### src/hw/rtl/like_pattern_to_regex_core_assert.svh
// ----------------------------------------------------------------------------
// Assertion macros for the LIKE pattern to regex converter
// Concurrent assertion wrappers; they compile to nothing under SYNTHESIS.
// ----------------------------------------------------------------------------
`ifndef LIKE_PATTERN_TO_REGEX_CORE_ASSERT_SVH
`define LIKE_PATTERN_TO_REGEX_CORE_ASSERT_SVH

`ifndef SYNTHESIS
// Checked only while reset is released.
`define LPR_ASSERT(lbl, clk, rst_n, prop) \
    lbl: assert property (@(posedge clk) disable iff (!(rst_n)) (prop)) \
        else $error("assertion failed");
// Checked at every edge, reset cycles included.
`define LPR_ASSERT_ALWAYS(lbl, clk, prop) \
    lbl: assert property (@(posedge clk) (prop)) \
        else $error("assertion failed");
`else
`define LPR_ASSERT(lbl, clk, rst_n, prop)
`define LPR_ASSERT_ALWAYS(lbl, clk, prop)
`endif

`endif

### src/hw/rtl/lpr_pkg.sv
// ----------------------------------------------------------------------------
// LIKE pattern to regex package
// Transaction types, character codes and the metacharacter test.
// ----------------------------------------------------------------------------
package lpr_pkg;

    localparam int unsigned MaxResults = 4;

    localparam logic [7:0] C_PERCENT   = 8'h25;
    localparam logic [7:0] C_UNDERBAR  = 8'h5F;
    localparam logic [7:0] C_CARET     = 8'h5E;
    localparam logic [7:0] C_DOLLAR    = 8'h24;
    localparam logic [7:0] C_DOT       = 8'h2E;
    localparam logic [7:0] C_STAR      = 8'h2A;
    localparam logic [7:0] C_BACKSLASH = 8'h5C;
    localparam logic [7:0] C_PLUS      = 8'h2B;
    localparam logic [7:0] C_QUESTION  = 8'h3F;
    localparam logic [7:0] C_LBRACKET  = 8'h5B;
    localparam logic [7:0] C_RBRACKET  = 8'h5D;
    localparam logic [7:0] C_LPAREN    = 8'h28;
    localparam logic [7:0] C_RPAREN    = 8'h29;
    localparam logic [7:0] C_LBRACE    = 8'h7B;
    localparam logic [7:0] C_RBRACE    = 8'h7D;
    localparam logic [7:0] C_PIPE      = 8'h7C;

    typedef struct packed {
        logic [7:0] pattern_byte;
        logic       has_byte;
        logic       is_final;
    } t_in;

    typedef struct packed {
        logic [7:0] regex_byte;
        logic       regex_end;
    } t_out;

    // True for bytes that need a backslash to match literally.
    function automatic logic is_meta(input logic [7:0] c);
        logic res;
        res = (c == C_DOT)      || (c == C_PLUS)     || (c == C_STAR)     ||
              (c == C_QUESTION) || (c == C_LBRACKET) || (c == C_RBRACKET) ||
              (c == C_LPAREN)   || (c == C_RPAREN)   || (c == C_LBRACE)   ||
              (c == C_RBRACE)   || (c == C_CARET)    || (c == C_DOLLAR)   ||
              (c == C_PIPE)     || (c == C_BACKSLASH);
        return res;
    endfunction

endpackage

### src/hw/rtl/like_pattern_to_regex_core.sv
// ----------------------------------------------------------------------------
// LIKE pattern to regex core
// Streams an SQL LIKE pattern in and an anchored regular expression out.
// ----------------------------------------------------------------------------
// Usage: the input channel carries one pattern byte per transaction, with
// has_byte marking a real byte and is_final marking the last transaction of
// a pattern. The output channel carries one regex byte per transaction;
// regex_end is set on the closing '$'. Each input transaction yields zero to
// four output transactions, computed in one pass and held as a group.
// The results of a transaction pass through the group register and then the
// output buffer before they are offered. Throughput: one input transaction
// per cycle while each yields at most one byte and the receiver keeps up,
// because the group register hands its bytes to the output buffer in the
// same cycle that it takes the next transaction. A larger group holds the
// input while the output buffer drains it, at most one byte per cycle.
// Reset (synchronous, active low) empties both buffers and starts a new
// pattern: the next transaction that has a byte or is final emits '^' first.
// When the receiver stalls, the output byte holds; the prepared group waits
// in its register and the input stops accepting until the group moves on.
// ----------------------------------------------------------------------------
`include "like_pattern_to_regex_core_assert.svh"

module like_pattern_to_regex_core (
    input  logic          i_clk,
    input  logic          i_rst_n,
    input  logic          i_in_valid,
    output logic          o_in_ready,
    input  lpr_pkg::t_in  i_in_data,
    output logic          o_out_valid,
    input  logic          i_out_ready,
    output lpr_pkg::t_out o_out_data
);

    // Pattern state: anchor still owed, and a backslash awaiting its operand.
    logic r_at_start;
    logic r_esc;
    logic n_at_start;
    logic n_esc;

    // Group register: the results of the last accepted transaction that had any.
    lpr_pkg::t_out r_grp [lpr_pkg::MaxResults];
    logic [2:0]    r_grp_cnt;
    logic          r_grp_valid;
    lpr_pkg::t_out n_grp [lpr_pkg::MaxResults];
    logic [2:0]    n_grp_cnt;

    // Output buffer: shifts down one entry per delivered transaction.
    lpr_pkg::t_out r_out [lpr_pkg::MaxResults];
    logic [2:0]    r_out_cnt;

    logic       in_acc;
    logic       take;
    logic       out_free;
    logic       move;
    logic       active;
    logic       anchor;
    logic [7:0] b0;
    logic [7:0] b1;
    logic [1:0] b_cnt;

    assign in_acc   = i_in_valid && o_in_ready;
    assign take     = o_out_valid && i_out_ready;
    assign out_free = (r_out_cnt == 3'd0) || (take && (r_out_cnt == 3'd1));
    assign move     = r_grp_valid && out_free;

    // The group register can take a new transaction when it is empty or when
    // its current group moves to the output buffer in this cycle.
    assign o_in_ready  = !r_grp_valid || out_free;
    assign o_out_valid = (r_out_cnt != 3'd0);
    assign o_out_data  = r_out[0];

    // Body of the translation: up to two bytes for the pattern byte itself.
    always_comb begin
        logic [7:0] c;
        c          = i_in_data.pattern_byte;
        active     = i_in_data.has_byte || i_in_data.is_final;
        anchor     = active && r_at_start;
        b0         = c;
        b1         = c;
        b_cnt      = 2'd0;
        n_esc      = r_esc;
        n_at_start = r_at_start;
        if (active) begin
            n_at_start = 1'b0;
            if (i_in_data.has_byte) begin
                if (r_esc) begin
                    // Escaped byte: literal, even for the wildcards.
                    n_esc = 1'b0;
                    if (lpr_pkg::is_meta(c)) begin
                        b0    = lpr_pkg::C_BACKSLASH;
                        b_cnt = 2'd2;
                    end else begin
                        b_cnt = 2'd1;
                    end
                end else if (c == lpr_pkg::C_PERCENT) begin
                    b0    = lpr_pkg::C_DOT;
                    b1    = lpr_pkg::C_STAR;
                    b_cnt = 2'd2;
                end else if (c == lpr_pkg::C_UNDERBAR) begin
                    b0    = lpr_pkg::C_DOT;
                    b_cnt = 2'd1;
                end else if (c == lpr_pkg::C_BACKSLASH) begin
                    if (i_in_data.is_final) begin
                        // Lone trailing backslash stands for itself.
                        b0    = lpr_pkg::C_BACKSLASH;
                        b_cnt = 2'd2;
                    end else begin
                        n_esc = 1'b1;
                    end
                end else if (lpr_pkg::is_meta(c)) begin
                    b0    = lpr_pkg::C_BACKSLASH;
                    b_cnt = 2'd2;
                end else begin
                    b_cnt = 2'd1;
                end
            end else if (r_esc) begin
                // Pending escape closed by an empty final transaction.
                n_esc = 1'b0;
                b0    = lpr_pkg::C_BACKSLASH;
                b1    = lpr_pkg::C_BACKSLASH;
                b_cnt = 2'd2;
            end
            if (i_in_data.is_final) begin
                n_at_start = 1'b1;
                n_esc      = 1'b0;
            end
        end
    end

    // Pack anchor, body and closing '$' into consecutive slots.
    always_comb begin
        logic [2:0] idx;
        idx = 3'd0;
        for (int k = 0; k < lpr_pkg::MaxResults; k++) begin
            n_grp[k] = '{regex_byte: 8'h00, regex_end: 1'b0};
        end
        if (anchor) begin
            n_grp[idx[1:0]] = '{regex_byte: lpr_pkg::C_CARET, regex_end: 1'b0};
            idx = idx + 3'd1;
        end
        if (b_cnt != 2'd0) begin
            n_grp[idx[1:0]] = '{regex_byte: b0, regex_end: 1'b0};
            idx = idx + 3'd1;
        end
        if (b_cnt == 2'd2) begin
            n_grp[idx[1:0]] = '{regex_byte: b1, regex_end: 1'b0};
            idx = idx + 3'd1;
        end
        if (active && i_in_data.is_final) begin
            n_grp[idx[1:0]] = '{regex_byte: lpr_pkg::C_DOLLAR, regex_end: 1'b1};
            idx = idx + 3'd1;
        end
        n_grp_cnt = idx;
    end

    always_ff @(posedge i_clk) begin
        if (!i_rst_n) begin
            r_at_start  <= 1'b1;
            r_esc       <= 1'b0;
            r_grp_valid <= 1'b0;
            r_grp_cnt   <= 3'd0;
            r_out_cnt   <= 3'd0;
        end else begin
            if (in_acc) begin
                r_at_start <= n_at_start;
                r_esc      <= n_esc;
            end

            // A transaction with no results only updates the pattern state.
            if (in_acc && (n_grp_cnt != 3'd0)) begin
                r_grp       <= n_grp;
                r_grp_cnt   <= n_grp_cnt;
                r_grp_valid <= 1'b1;
            end else if (move) begin
                r_grp_valid <= 1'b0;
            end

            if (move) begin
                r_out     <= r_grp;
                r_out_cnt <= r_grp_cnt;
            end else if (take) begin
                for (int k = 0; k < lpr_pkg::MaxResults - 1; k++) begin
                    r_out[k] <= r_out[k + 1];
                end
                r_out_cnt <= r_out_cnt - 3'd1;
            end
        end
    end

    `LPR_ASSERT(a_grp_nonempty, i_clk, i_rst_n, r_grp_valid |-> (r_grp_cnt != 3'd0))
    `LPR_ASSERT(a_end_is_dollar, i_clk, i_rst_n,
        (o_out_valid && o_out_data.regex_end) |->
            (o_out_data.regex_byte == lpr_pkg::C_DOLLAR))
    `LPR_ASSERT(a_end_is_last, i_clk, i_rst_n,
        (o_out_valid && o_out_data.regex_end) |-> (r_out_cnt == 3'd1))
    `LPR_ASSERT(a_esc_after_anchor, i_clk, i_rst_n, r_esc |-> !r_at_start)
    `LPR_ASSERT_ALWAYS(a_reset_state, i_clk,
        !i_rst_n |=> (r_at_start && !r_esc && !o_out_valid && o_in_ready))

endmodule

### config.mk
export PLATFORM = sky130hd
export DESIGN_NAME = like_pattern_to_regex_core
export DESIGN_NICKNAME = d
export VERILOG_FILES = /design/src/hw/rtl/lpr_pkg.sv /design/src/hw/rtl/like_pattern_to_regex_core.sv
export VERILOG_INCLUDE_DIRS = /design/src /design/src/hw/rtl
export SDC_FILE = /design/constraint.sdc
export NUM_CORES = 1
export LEC_CHECK = 0
export BUFFER_PORTS_ARGS = -buffer_cell sky130_fd_sc_hd__buf_2
export CAP_MARGIN = 15
export CORE_UTILIZATION = 45
export CTS_CLUSTER_SIZE = 12
export DETAILED_ROUTE_END_ITERATION = 10
export SYNTH_ARGS = -nofsm -noshare
export SYNTH_HDL_FRONTEND = slang
export SYNTH_SLANG_ARGS = --single-unit
### constraint.sdc
create_clock -name i_clk -period 5.9 [get_ports i_clk]
set_clock_uncertainty 0.1 [all_clocks]
set_input_delay 1.18 -clock i_clk [delete_from_list [all_inputs] [get_ports i_clk]]
set_output_delay 1.18 -clock i_clk [all_outputs]
set_load 0.1 [all_outputs]
# Word level (Yosys, flattened, before mapping)
# Cells that the tools add are included.
totals:
  ff_bits: 81
  word_cells: 143
  inputBits: 14
classes:
  reduce_logical: 37
  mux: 51
  n_addsub: 4
  eq_ne: 18
  n_lt_le_gt_ge: 6
  n_bitwise: 6
op_table:
  columns: ["cell", "n"]
  rows:
  - ["2-to-1 mux 8 bit", 14]
  - ["2-to-1 mux 36 bit", 3]
  - ["bitwise mux 36 bit", 2]
  - ["== test 8 x 6 -> 1 bit, second input constant", 8]
  - ["== test 8 x 7 -> 1 bit, second input constant", 8]
  - ["demux 9 bit (select 2 bit)", 3]
  - ["2-to-1 mux 27 bit", 2]
  - ["2-to-1 mux 9 bit", 3]
  - ["AND 24 bit", 1]
  - ["inverter 24 bit", 1]
  - ["2-to-1 mux 2 bit", 9]
  - ["logical OR 1 bit", 16]
  - ["2-to-1 mux 3 bit", 5]
  - ["bitwise OR 12 bit", 1]
  - ["logical AND 1 bit", 10]
  - ["2-to-1 mux 1 bit", 10]
  - ["adder 3 x 1 -> 3 bit, second input constant", 3]
  - [">= comparator 3 bit, second input constant", 3]
  - ["< comparator 3 x 1 -> 1 bit, second input constant", 3]
  - ["inverter 2 -> 3 bit", 3]
  - ["AND reduction 2 bit", 4]
  - ["nonzero test 2 bit", 3]
  - ["nonzero test 3 bit", 2]
  - ["== test 3 x 1 -> 1 bit, second input constant", 1]
  - ["4 further kinds", 4]

# Depth between registers and ports, before layout
# Gate-level depths: netlist (run 1).
depth:
  ltp_word: 33
  mapped_depth: 13
  mapped_depth_nobuf: 11

# Worst setup path before layout (run 1)
# OpenSTA, ideal clock, no wires.
synth_timing:
  path_type: "in2reg"
  from: "in i_out_ready"
  to: "reg r_grp[0] in the netlist's numbering, enable pin"
  arrival_time_ns: 5.062
  t_required_ns: 5.371
  path_slack_ns: 0.309
  path_stages: 7
  cell_sequence: "a21oi_1 o21ai_1 and2_1 clkbuf_1 o221ai_1 a21boi_2 nor2_1"
synth_via:
  elab_chain_len: 7
synth_rtl:
  columns: ["item", "line_no", "source"]
  rows:
  - ["start, declared", "like_pattern_to_regex_core.sv:30", "input logic i_out_ready,"]
  - ["logical AND 1 bit", "like_pattern_to_regex_core.sv:62", "assign take = o_out_valid && i_out_ready;"]
  - ["logical AND 1 bit", "like_pattern_to_regex_core.sv:63", "assign out_free = (r_out_cnt == 3'd0) || (take && (r_out_cnt == 3'd1));"]
  - ["logical OR 1 bit", "like_pattern_to_regex_core.sv:63", null]
  - ["logical OR 1 bit", "like_pattern_to_regex_core.sv:68", "assign o_in_ready = !r_grp_valid || out_free;"]
  - ["via o_in_ready", "like_pattern_to_regex_core.sv:27", "output logic o_in_ready,"]
  - ["logical AND 1 bit", "like_pattern_to_regex_core.sv:61", "assign in_acc = i_in_valid && o_in_ready;"]
  - ["logical AND 1 bit", "like_pattern_to_regex_core.sv:170", "if (in_acc && (n_grp_cnt != 3'd0)) begin"]
  - ["AND reduction 2 bit (no source line)", null, null]
  - ["end signal, assigned", "like_pattern_to_regex_core.sv:171", "r_grp <= n_grp;"]
  - ["end, declared", "like_pattern_to_regex_core.sv:41", "lpr_pkg::t_out r_grp [lpr_pkg::MaxResults];"]
# The timed path passes the listed nets, and every way through them passes these cells.
# A chain may end at the register's enable or synchronous reset.

# Final worst setup path (run 1)
layout_timing:
  from: "in i_in_data[9] in the netlist's numbering"
  to: "reg r_grp[31] in the netlist's numbering, enable pin"
layout_via:
  elab_chain_len: 30
  word_cells_on_any_way: 46
  cone_classes: "add/sub: 2; eq/ne: 17; mux: 10; reduce/logical: 17"
layout_rtl:
  columns: ["item", "line_no", "source"]
  rows:
  - ["start, declared", "like_pattern_to_regex_core.sv:28", "input lpr_pkg::t_in i_in_data,"]
  - ["== test 8 x 6 -> 1 bit", "lpr_pkg.sv:40", "res = (c == C_DOT) || (c == C_PLUS) || (c == C_STAR) ||"]
  - ["logical OR 1 bit (3 in series)", "lpr_pkg.sv:40", null]
  - ["logical OR 1 bit (3 in series)", "lpr_pkg.sv:41", "(c == C_QUESTION) || (c == C_LBRACKET) || (c == C_RBRACKET) ||"]
  - ["logical OR 1 bit (3 in series)", "lpr_pkg.sv:42", "(c == C_LPAREN) || (c == C_RPAREN) || (c == C_LBRACE) ||"]
  - ["logical OR 1 bit (3 in series)", "lpr_pkg.sv:43", "(c == C_RBRACE) || (c == C_CARET) || (c == C_DOLLAR) ||"]
  - ["logical OR 1 bit", "lpr_pkg.sv:44", "(c == C_PIPE) || (c == C_BACKSLASH);"]
  - ["2-to-1 mux 2 bit", "like_pattern_to_regex_core.sv:89, like_pattern_to_regex_core.sv:110", null]
  - ["2-to-1 mux 2 bit", "like_pattern_to_regex_core.sv:102", "end else if (c == lpr_pkg::C_BACKSLASH) begin"]
  - ["[6 not listed]", null, null]
  - ["2-to-1 mux 3 bit", "like_pattern_to_regex_core.sv:141", "if (b_cnt != 2'd0) begin"]
  - ["adder 3 x 1 -> 3 bit", "like_pattern_to_regex_core.sv:147", "idx = idx + 3'd1;"]
  - ["2-to-1 mux 3 bit (*)", "like_pattern_to_regex_core.sv:145", "if (b_cnt == 2'd2) begin"]
  - ["adder 3 x 1 -> 3 bit", "like_pattern_to_regex_core.sv:151", "idx = idx + 3'd1;"]
  - ["2-to-1 mux 3 bit (*)", "like_pattern_to_regex_core.sv:149", "if (active && i_in_data.is_final) begin"]
  - ["nonzero test 3 bit (*)", "like_pattern_to_regex_core.sv:170", null]
  - ["logical AND 1 bit (*)", "like_pattern_to_regex_core.sv:170", null]
  - ["AND reduction 2 bit (no source line) (*)", null, null]
# Mark *: on every way between the ends. The rest lies on a longest branch, timed or not.

==> results.yml, run 1 <==
layout:
  final_core_util: 0.505
  multi_input_area_sq_um: 1510
  diodes: 0
  fillers: 810
  seq_area_sq_um: 2340
  area.growth.synth_to_final_pct: 9.43
  nets: 371
  fin_cells: 460
  drive_above_1_share: 0.239
synth:
  synth_compound_area_frac: 0.115
  synth-edff-count: 72
  synth-async-reset-ratio: 0
  synthCells: 329
  ys_seq_area_frac: 0.584
  yosysMostFrequentCell: "edfxtp_1"
  yosysTopAreaCell: "edfxtp_1"
  synth_area_sq_um: 4010
  synth-main-ff-cell: "edfxtp_1"
  ys_types: 61
  synth_top_family_by_area: "simple AND/OR/NAND/NOR gates"
  synthTopCellsByCount: "edfxtp_1, nor2_1, mux2_2, nand2_1, a21oi_1"
  synthTopCellsByArea: "edfxtp_1, mux2_2, dfxtp_1, ha_1, nor2_1"
  synth_adder_area_share: 0.0312
  ys_ff_latch: 81
  yosys_warnings: 0
  synth.top_cell.area_share: 0.539
  syn_area_per_cell_sq_um: 12.2
  synth-simple-area-share: 0.135
  synth_xor_area_frac: 0.00874
  muxShareOfSynthArea: 0.0809
setup_path:
  crit_path_start_kind: "input pin"
  cp.required_ns: 5.79
  startpoint: "i_in_data[9]"
  crit_buf_inv: 3
  cp_cell_sequence: "buf_2, nand4b_1, nor4b_1, o21a_1, inv_1, ha_1, nand2_1, nor3_1, xnor2_1, a21boi_2, nor2_4, buf_4"
  cpMaxStageDelayCell: "nor4b_1"
  critPathCaptureType: "flip-flop"
  path_delay_family: "simple AND/OR/NAND/NOR gates"
  crit_type: "input pin to flip-flop"
  cp_data_arrival_time_ns: 4.33
  path_max_fanout: 36
  r2r-start: "r_esc"
  crit_path_max_incr_delay_ns: 0.52
worst_hold_path:
  hold_class: "flip-flop to flip-flop"
  hp-start: "r_grp[1]"
floorplanning:
  die_w_microns: 96.4
  die_h_microns: 96.4
  start_util: 0.462
  fp.coreArea_sq_um: 8680
  die_area_sq_um: 9290
  io_pins: 25
  row_count: 34
placement:
  pre_cts_ws_ns: 1.19
  post-place-cells: 444
  io_buffers: 24
  place_congestion: 0.884
  place_hpwl_microns: 5390
pwr:
  power_density_nw_per_um2: 403
  power_frac_comb: 0.321
  p_int_mw: 1.13
  vdd_drop_max_mv: 0.348
  p_sw_mw: 0.637
  leakage_nw: 1.57
  seq_power_share: 0.447
  p_sw_frac: 0.360
  pwr-share-clk: 0.232
drt:
  drt.antenna.violating_nets: 0
  routed_via_density: 5.51
  vias: 2534
  wl_per_cell_microns: 17.2
  first_pass_iters: 4
  drtIter0Drc: 160
  wl_microns: 7920
  drc: 0
sta:
  worst_slew_pin_slew_ns: 0.635
  finalCriticalPeriod_ns: 4.44
  slew_headroom: 0.574
  worst_slack_ns: 1.46
  drv_slew: 0
  finalSetupViolations: 0
  tns_ns: 0
  rsz0062_at_grt: "false"
  post-route-period-util: 0.753
  clock.fmax_ghz: 0.225
  hold_violations: 0
global_route:
  grt_pass1_wl_microns: 12900
  grtUsageTotal: 0.188
  grt_pass1_vias: 2421
  antenna_found_initial: 0
  grt_overflow: 0
  grt_max_degree: 37
clocking:
  post_cts_buffers: 0
  clk_pin_slew_worst_paths_ns: 0.09
  holdBufCountCts: 0
  clock_sinks: 81
  cts_buffers: 9
  insertion_delay_ns: 0.34
  cts_tree: "yes"
  htree_levels: 3
  cts_resized: 0
  clockBufferDepth: 2
  cts_root_buffer: "clkbuf_8"
flow_run:
  maxCapViolCount: 0
run_status:
  outcome: "finished clean"
flip-flops by register name (all words and copies together), names as in the netlist:
name / flops
r_grp: 36
r_grp_cnt: 3
o_out_data: 9
r_out_cnt: 3
r_out: 27
r_grp_valid: 1
r_at_start: 1
r_esc: 1
through the flow:
step / hold WS, ns / area, sq um / power [mW]
floorplan: 0.300 / 4010 / 1.27
global placement: 0.302 / 4180 / 1.36
detailed placement: 0.305 / 4180 / 1.37
CTS: 0.324 / 4390 / 1.79
global route: 0.327 / 4390 / 1.86
finish: 0.322 / 4390 / 1.77
metal layers:
layer / wire length [microns] / up-vias / GRT usage
met5: 0 / - / 0
met4: 52 / 0 / 0.0674
met3: 315 / 4 / 0.0399
met2: 3550 / 62 / 0.278
met1: 4000 / 1227 / 0.273
li1: - / 1241 / -
layout by cell type (no fill, tap or decap), types with 3 or more instances in the layout:
cell type / instances
nor2_1: 31
nor3_1: 8
xnor2_1: 4
clkbuf_8: 9
a31oi_1: 3
nand3_1: 7
buf_4: 4
and2_1: 4
clkinvlp_4: 4
ha_1: 10
buf_2: 24
o21ai_0: 11
nand2_1: 27
inv_1: 12
a21oi_1: 20
edfxtp_1: 72
dfxtp_1: 9
o21a_1: 3
mux2_2: 27
nand2b_1: 4
or3_1: 3
worst register-to-register path, delay by kind of cell, from the launching register on:
| kind | cells | cell delay (ns) |
|---|---|---|
| simple gates | 3 | 0.66 |
| fa+ha+maj | 1 | 0.31 |
| compound gates | 3 | 0.56 |
| flops | 1 | 0.55 |
| buf+inv | 2 | 0.54 |
| xor+xnor | 1 | 0.30 |
area by class of cell:
class / count / area share
Clock buffer: 9 / 0.0282
Clock inverter: 7 / 0.0177
Tap cell: 108 / 0.0308
Inverter: 13 / 0.0111
Multi-Input combinational cell: 214 / 0.344
Timing Repair Buffer: 28 / 0.0342
Sequential cell: 81 / 0.534
logic make-up after synthesis:
| logic type | after synthesis |
|---|---|
| xor gates and xnor gates | 4 |
| AOI/OAI and AO/OA | 65 |
| other | 1 |
| DFF | 81 |
| adders and majority gates | 10 |
| muxes | 29 |
| buffers and inverters | 35 |
| and+or+nand+nor | 104 |
power by group through the flow:
stage	clock [mW]	sequential, mW	combinational, mW
floorplan	0	0.797	0.477
global placement	0	0.800	0.562
finish	0.410	0.790	0.567
CTS	0.420	0.792	0.573
global route	0.439	0.802	0.616
detailed placement	0	0.804	0.569
worst paths after layout:
kind              slack, ns        end  cells past startpoint
setup / recovery       1.46  r_grp[31]                     12
hold / removal         0.32   r_out[1]                      0
setup reg to reg       2.50  r_grp[31]                     10
hold reg to reg        0.32   r_out[1]                      0
No activity file was read; power rests on OpenSTA's default activity.
==> run 2, diff against run 1 <==
--- a/config.mk
+++ b/config.mk
@@ -6,6 +6,7 @@
 export SDC_FILE = /design/constraint.sdc
 export NUM_CORES = 1
 export LEC_CHECK = 0
+export ABC_AREA = 1
 export BUFFER_PORTS_ARGS = -buffer_cell sky130_fd_sc_hd__buf_2
 export CAP_MARGIN = 15
 export CORE_UTILIZATION = 45
==> constraint.sdc (replaced) <==
create_clock -name i_clk -period 3.77 [get_ports i_clk]
set_clock_uncertainty 0.1 [all_clocks]
set_input_delay 0.754 -clock i_clk [delete_from_list [all_inputs] [get_ports i_clk]]
set_output_delay 0.754 -clock i_clk [all_outputs]
set_load 0.1 [all_outputs]
==> run 2 against run 1 <==
Compared with the run above:
- the flow now finishes with violations (DRC)
- sequential cell count did not move
- critical endpoint is now r_grp[12]
- worst setup slack got worse by 1.1 ns
- critical path depth rose by 11
- non-clock buffer count rose by 3
- highest routed layer unchanged
==> results.yml, run 2 <==
run_status:
  outcome: "complete, but fails checks"
  violations: "DRC"
synth:
  synth-simple-area-share: 0.263
  synth-async-reset-ratio: 0
  ys_seq_area_frac: 0.564
  yosysMostFrequentCell: "nand2_1"
  synthTopCellsByArea: "edfxtp_1, nand2_1, dfxtp_1, nor2_1, inv_1"
  ys_ff_latch: 81
  synth_top_family_by_area: "simple AND/OR/NAND/NOR gates"
  synthTopCellsByCount: "nand2_1, edfxtp_1, nor2_1"
  synth_adder_area_share: 0.0301
  synth.top_cell.area_share: 0.521
  syn_area_per_cell_sq_um: 9.43
  synth-edff-count: 72
  yosys_warnings: 0
  ys_types: 42
  synth_area_sq_um: 4150
  synth-main-ff-cell: "edfxtp_1"
  synth_xor_area_frac: 0.00211
  muxShareOfSynthArea: 0
  yosysTopAreaCell: "edfxtp_1"
  synthCells: 440
  synth_compound_area_frac: 0.0705
clocking:
  clockBufferDepth: 2
  cts_buffers: 9
  holdBufCountCts: 0
  cts_tree: "yes"
  cts_resized: 0
  clk_pin_slew_worst_paths_ns: 0.08
  cts_root_buffer: "clkbuf_8"
  post_cts_buffers: 0
  insertion_delay_ns: 0.34
  clock_sinks: 81
  htree_levels: 3
drt:
  drt.antenna.violating_nets: 0
  routed_via_density: 5.05
  first_pass_iters: 7
  drtIter0Drc: 152
  drc: 1
  vias: 2915
  wl_per_cell_microns: 14.1
  wl_microns: 8110
setup_path:
  r2r-start: "r_esc"
  path_max_fanout: 36
  cp.required_ns: 3.69
  crit_path_start_kind: "input pin"
  critPathCaptureType: "flip-flop"
  r2r-end: "r_grp[12]"
  ff2ff_path_depth: 17
  cp_data_arrival_time_ns: 3.29
  crit_type: "input pin to flip-flop"
  r2r_slack_ns: 0.94
pwr:
  pwr-share-clk: 0.234
  p_sw_mw: 1.05
  p_int_mw: 1.80
  seq_power_share: 0.440
  vdd_drop_max_mv: 0.282
  leakage_nw: 2.00
  power_frac_comb: 0.326
  power_density_nw_per_um2: 621
  p_sw_frac: 0.369
sta:
  finalSetupViolations: 0
  tns_ns: 0
  rsz0062_at_grt: "false"
  drv_slew: 0
  clock.fmax_ghz: 0.297
  holdWs_ns: 0.309
  slew_headroom: 0.400
  post-route-period-util: 0.892
  finalCriticalPeriod_ns: 3.36
  worst_slew_pin_slew_ns: 0.899
  hold_violations: 0
global_route:
  grt_max_degree: 37
  grtUsageTotal: 0.180
  grt_pass1_wl_microns: 13500
  antenna_found_initial: 0
  grt_pass1_vias: 2742
  grt_overflow: 0
floorplanning:
  die_area_sq_um: 9610
  die_w_microns: 98.0
  fp.coreArea_sq_um: 8810
  io_pins: 25
  row_count: 34
  die_h_microns: 98.0
  start_util: 0.471
placement:
  place_hpwl_microns: 6000
  io_buffers: 24
  place_congestion: 0.845
worst_hold_path:
  hold-path-endpoint: "r_out[3]"
  hold_class: "flip-flop to flip-flop"
  min_path_cells: 0
  hp-start: "r_grp[3]"
layout:
  nets: 489
  area.growth.synth_to_final_pct: 10.6
  regMostFlops: "r_grp"
  layout_commonest_cell: "nand2_1"
  drive_above_1_share: 0.186
  layout_common_cells: "nand2_1, edfxtp_1, inv_1"
  diodes: 0
  largest_register_ffs: 36
flow_run:
  maxCapViolCount: 0
run 2: cell types whose count changed after synthesis, moves of 7 or more:
cell / delta
inv_1: +25
mux2_2: -27
nand2_1: +106
nand2_2: +12
nand3_1: +10
nor3_1: -7
run 2: logic make-up after synthesis:
kind of cell    Yosys count
xor+xnor                  1
fa+ha+maj                10
simple gates            232
compound gates           50
flops                    81
buf+inv                  65
other cells               1
run 2: per-stage QoR:
step | setup slack [ns] | power, mW | instances | area [sq um] | util
after floorplan | 0.103 | 2.04 | 441 | 4170 | -
after global placement | 0.112 | 2.20 | 562 | 4380 | 0.498
after detailed placement | 0.0417 | 2.22 | 562 | 4380 | 0.498
after CTS | 0.400 | 2.88 | 577 | 4590 | 0.521
after global routing | 0.174 | 3.01 | 577 | 4590 | 0.521
final | 0.408 | 2.85 | 577 | 4590 | 0.521
run 2: critical path, cell delays in order:
cell and delay [ns]:
buf_2 0.13, inv_1 0.10, nand2_2 0.08, nor2_2 0.06
nand2_2 0.06, nand2_2 0.06, nor2_4 0.14, nand3_2 0.13
nand2_4 0.12, nand3_4 0.09, nand2_4 0.10, nand2_4 0.09
nand2_1 0.11, inv_1 0.07, ha_1 0.18, nand2_1 0.14
nand4_2 0.14, nand2_1 0.14, nand2_1 0.11, nand3_2 0.11
inv_2 0.05, nor2_4 0.09, buf_12 0.22
run 2: worst max-delay path by stage:
stage	cells after the start	startpoint	endpoint	slack, ns
floorplan	20	i_in_data[9]	r_grp[0]	0.10
global placement	23	i_in_data[3]	r_grp[1]	0.11
detailed placement	23	i_in_data[3]	r_grp[1]	0.04
CTS	23	i_in_data[3]	r_grp[12]	0.40
global route	23	i_in_data[3]	r_grp[12]	0.17
finish	23	i_in_data[3]	r_grp[12]	0.41
run 2: per-layer routing:
metal / GRT usage / wire, microns / vias to the layer above
li1: - / - / 1508
met1: 0.242 / 3900 / 1348
met2: 0.300 / 3880 / 53
met3: 0.0301 / 266 / 6
met4: 0.0559 / 70 / 0
met5: 0 / 0 / -
run 2: area by class of cell:
| type | instances | area, sq um |
|---|---|---|
| timing repair buffer | 31 | 185 |
| tap | 108 | 135 |
| fill | 810 | 4220 |
| clock inverter | 5 | 78.8 |
| clock buffer | 10 | 128 |
| multi-input combinational | 295 | 1540 |
| inverter | 47 | 181 |
| sequential | 81 | 2340 |
run 2: power by group through the flow:
stage	clock, mW	sequential, mW	combinational, mW
finish	0.665	1.26	0.929
floorplan	0	1.27	0.775
detailed placement	0	1.28	0.939
global placement	0	1.27	0.926
global route	0.715	1.27	1.03
CTS	0.681	1.26	0.940
